==> src/pcs_pkg.sv <==
`timescale 1ns / 1ps
// ----------------------------------------------------------------------------
// pcs_pkg: shared types and constants for the percentile contrast stretch
// Register indexes, field widths and the divider request record.
// ----------------------------------------------------------------------------
package pcs_pkg;

  localparam int MAX_PIXELS_DEF = 16777216;
  localparam int VALUE_BITS_DEF = 16;
  localparam int CLIP_W         = 14;
  localparam int COUNT_W        = 25;

  // register indexes
  localparam logic [1:0] REG_LOW_CLIP  = 2'd0;
  localparam logic [1:0] REG_HIGH_CLIP = 2'd1;
  localparam logic [1:0] REG_DEPTH     = 2'd2;

  localparam logic ACT_GATHER = 1'b0;
  localparam logic ACT_MAP    = 1'b1;

  // divider request: dividend / divisor, both unsigned
  typedef struct packed {
    logic        start;
    logic [47:0] dividend;
    logic [24:0] divisor;
  } div_req_t;

endpackage

==> src/pcs_div.sv <==
`timescale 1ns / 1ps
// ----------------------------------------------------------------------------
// pcs_div: serial restoring divider
// One quotient bit per cycle; 48-bit dividend over a 25-bit divisor.
// ----------------------------------------------------------------------------
module pcs_div (
  input  logic             clk,
  input  logic             rst,
  input  pcs_pkg::div_req_t req,
  output logic             busy,
  output logic             done,
  output logic [47:0]      quotient
);
  import pcs_pkg::*;

  logic [47:0] quo;
  logic [25:0] rem;
  logic [24:0] dsr;
  logic [5:0]  cnt;
  logic [25:0] trial;

  assign trial    = {rem[24:0], quo[47]};
  assign quotient = quo;

  // shift-subtract iteration
  always_ff @(posedge clk) begin
    if (rst) begin
      busy <= 1'b0;
      done <= 1'b0;
      cnt  <= '0;
    end else begin
      done <= 1'b0;
      if (req.start) begin
        busy <= 1'b1;
        quo  <= req.dividend;
        rem  <= '0;
        dsr  <= req.divisor;
        cnt  <= 6'd48;
      end else if (busy) begin
        if (trial >= {1'b0, dsr}) begin
          rem <= trial - {1'b0, dsr};
          quo <= {quo[46:0], 1'b1};
        end else begin
          rem <= trial;
          quo <= {quo[46:0], 1'b0};
        end
        cnt <= cnt - 6'd1;
        if (cnt == 6'd1) begin
          busy <= 1'b0;
          done <= 1'b1;
        end
      end
    end
  end

  a_done_after_busy: assert property (@(posedge clk) disable iff (rst)
    done |-> $past(busy)) else $error("divider done without work");
  a_no_start_busy: assert property (@(posedge clk) disable iff (rst)
    busy && !req.start |=> busy || done) else $error("divider lost");
  a_cnt: assert property (@(posedge clk) disable iff (rst)
    busy |-> cnt != 6'd0) else $error("divider count underflow");

endmodule

==> config.mk <==
export PLATFORM = sky130hd
export DESIGN_NAME = pcs_div
export DESIGN_NICKNAME = d
export VERILOG_FILES = /design/src/pcs_pkg.sv /design/src/pcs_div.sv
export SDC_FILE = /design/constraint.sdc
export NUM_CORES = 1
export LEC_CHECK = 0
export BUFFER_PORTS_ARGS = -buffer_cell sky130_fd_sc_hd__buf_2
export CAP_MARGIN = 15
export CORE_ASPECT_RATIO = 1.4
export CORE_MARGIN = 2
export CORE_UTILIZATION = 54
export DETAILED_ROUTE_END_ITERATION = 10
export PLACE_DENSITY_LB_ADDON = 0.15
export SYNTH_ARGS = -nofsm -noshare
export SYNTH_HDL_FRONTEND = slang
export SYNTH_SLANG_ARGS = --single-unit
==> constraint.sdc <==
create_clock -name clk -period 9.4 [get_ports clk]
set_clock_uncertainty 0.15 [all_clocks]
set_input_delay 0.47 -clock clk [delete_from_list [all_inputs] [get_ports clk]]
set_output_delay 0.47 -clock clk [all_outputs]
set_load 0.05 [all_outputs]
==> metrics <==
run status=complete, no violations; Final Hold Viols=0; total CTS buffers=9; DP Wirelength=8.72 mm; Final nets=721; Critical Path Fanout Max=24; worst r2r path cells=8; core area=10400 um2; pre-CTS setup slack=6.07 ns; max_cap viols=0; layout cells sized above 1=32.0%; hold path startpoint=req[15]; Post-Layout Cell Count=760; port bufs=125; Via density=5.63; H-tree depth=3; post-route ant nets=0; CTS root buf=clkbuf_16; first-pass GRT wire length=20.5 mm; warnings from Yosys=0; Power Density=187 nW/um2; Tcrit/Tclk final=35.7%; vias in the first global route=4353; post-synthesis instance total=502; CTS tree=built; prevailing post-synth register cell=edfxtp_1; initial DRC count=182; # DRC=0; Yosys reg bits=106; CP max stage cell=and2_1; vias=4278; top-count cell post-synth=edfxtp_1; total track usage=22.0%; Die Y=126 um; WHS Endpoint=dsr[15]$_DFFE_PP_; slew margin rel.=34.7%; Netlist Area Pre-Place=5780 um2; routed wire length=12.3 mm; actual slew at the worst max-slew pin=0.979 ns; Worst setup EP type=flip-flop; Yosys cell types=56; syn nets=606; largest area contributor in the netlist=edfxtp_1; Setup Buffers After CTS=0; top cell type's share of synthesized area=50.9%; crit-path most repeated cell=a21o_1; final instance area=6780 um2; Inst Count DP=744; total gr overflow=0; FFs w/ async S/R, synth=0%; Cell Chain, Critical Path=ha_1, a21o_1, a21o_1, a21o_1, a221oi_2, and2_1, nor2_1, a22o_1; top cells by count, synth=edfxtp_1, mux2_2, nand2_1; Worst path max stage delay=0.77 ns; WP data required=9.36 ns; Area Growth Syn to Fin=17.2%; initial antenna violation count=0; synth top area cells=edfxtp_1, mux2_2, ha_1; cts-stage hold buffer count=0; syn_area_per_cell=11.5 um2; Max Transition Viols Final=0; setup TNS=0 ns; Final Setup Violations=0; worst vdd ir=0.122 mV; Reg clk slew, reported paths=0.07 ns; RR Endpoint=rem[22]$_SDFFCE_PP0P_; Die Wd=91.5 um; row cnt=44; hold-critical path depth=1; I/O pins=126; hold crit path type=input port to flip-flop; DR pass1 iterations=4; startpoint class of the critical path=flip-flop; Leak=2.78 nW; DIE AREA=11600 um2; clock latency on the worst-skew pair=0.35 ns; R2R setup slack=6.04 ns; worst r2r src=rem[18]$_SDFFCE_PP0P_; post-synthesis sequential area ratio=53.6%; number of synthesized flops with an enable pin=98; DR WL/cell=16.2 um; post-route setup slack=6.04 ns; Setup CP Type=flip-flop to flip-flop; Ant. Diodes=0; Starting Density=55.6%; clk buf depth=2; fmax=0.298 GHz; largest net degree at the start of global routing=79; post_cts resized=0; Arr. time, crit path=3.32 ns; unrepaired setup endpoints after global routing=no; Min Clock Period, post-route=3.36 ns; Sink Count=106; placer congestion estimate=0.905; placed standard-cell area=6500 um2
[worst max-delay path: cells and delay by family (launching register included)]
| family | cells | cell delay [ns] |
|---|---|---|
| AO/OA/AOI/OAI | 5 | 1.17 |
| adder cells (fa/ha/maj) | 1 | 0.44 |
| flip-flops | 1 | 0.43 |
| AND/OR/NAND/NOR | 2 | 0.92 |
[sequential cells by signal, indices dropped and copies added (netlist names)]
signal and cells:
quotient 48, dsr 25, rem 25, cnt 6, busy 1, done 1
[cell usage in the layout (no fill, tap or decap), types with 3 or more instances in the layout]
master	n
o31ai_1	3
buf_4	3
a211oi_1	10
xnor2_1	13
o211ai_1	3
a21oi_1	37
dfxtp_1	8
nor3_1	7
clkbuf_16	9
mux2_2	48
o21ai_0	19
buf_2	125
o31a_1	3
nand3_1	11
nand2_1	44
and2_1	4
nand2b_1	4
edfxtp_1	98
inv_1	34
nor2b_1	6
nand4_1	9
ha_1	27
nor2_1	25
or4_1	3
and3_1	4
xor2_1	9
a21o_1	9
[cell families (layout without fill, tap and decap cells)]
kind of cell | Yosys count | count (layout) | synth area share, %
and+or+nand+nor | 134 | 134 | 11.6
AOI/OAI and AO/OA | 106 | 106 | 11.8
DFF | 106 | 106 | 53.6
buffers and inverters | 58 | 178 | 4.15
muxes | 48 | 48 | 9.34
adders and majority gates | 28 | 28 | 6.19
xor gates and xnor gates | 22 | 22 | 3.33
[area by class of cell]
| type | count | area, um2 |
|---|---|---|
| Tap cell | 138 | 173 |
| Clock buffer | 12 | 246 |
| Clock inverter | 4 | 27.5 |
| Fill cell | 796 | 3630 |
| Multi-Input combinational cell | 338 | 2450 |
| Timing Repair Buffer | 128 | 648 |
| Sequential cell | 106 | 3100 |
| Inverter | 34 | 128 |
[worst max path at each step]
| stage | depth (start not counted) | start | endpoint |
|---|---|---|---|
| after floorplan | 5 | req[73] | quotient[0]$_DFFE_PP_ |
| after global placement | 10 | quotient[47]$_DFFE_PP_ | quotient[0]$_DFFE_PP_ |
| after detailed placement | 11 | quotient[47]$_DFFE_PP_ | rem[22]$_SDFFCE_PP0P_ |
| after CTS | 11 | quotient[47]$_DFFE_PP_ | rem[22]$_SDFFCE_PP0P_ |
| after global routing | 11 | quotient[47]$_DFFE_PP_ | rem[21]$_SDFFCE_PP0P_ |
| final | 8 | rem[18]$_SDFFCE_PP0P_ | rem[22]$_SDFFCE_PP0P_ |
[routing by layer]
layer  routed length (um)  share of wire [%]  vias up  GRT usage [%]
met5                    0                  0        -              0
met4                  252                2.0        0           7.84
met3                  816                6.6       23           6.00
met2                 6250                 51      135           38.3
met1                 5000                 41     2033           26.2
li1                     -                  -     2087              -
[metrics by stage]
step	utilization (%)	hold slack, ns	total power, W
final	65.1	0.143	0.00127
after global routing	65.1	0.132	0.00133
after CTS	65.1	0.135	0.00127
after detailed placement	62.5	0.347	0.000919
after global placement	62.5	0.334	0.000913
after floorplan	-	0.319	0.000844
[where the power goes]
| group | switching, W | internal, W | total (W) |
|---|---|---|---|
| clock | 0.000168 | 0.000188 | 0.000357 |
| combinational | 0.000208 | 0.000122 | 0.000330 |
| sequential | 0.0000179 | 0.000563 | 0.000581 |
| total | 0.000394 | 0.000874 | 0.00127 |
No activity file was read; power rests on OpenSTA's default activity.
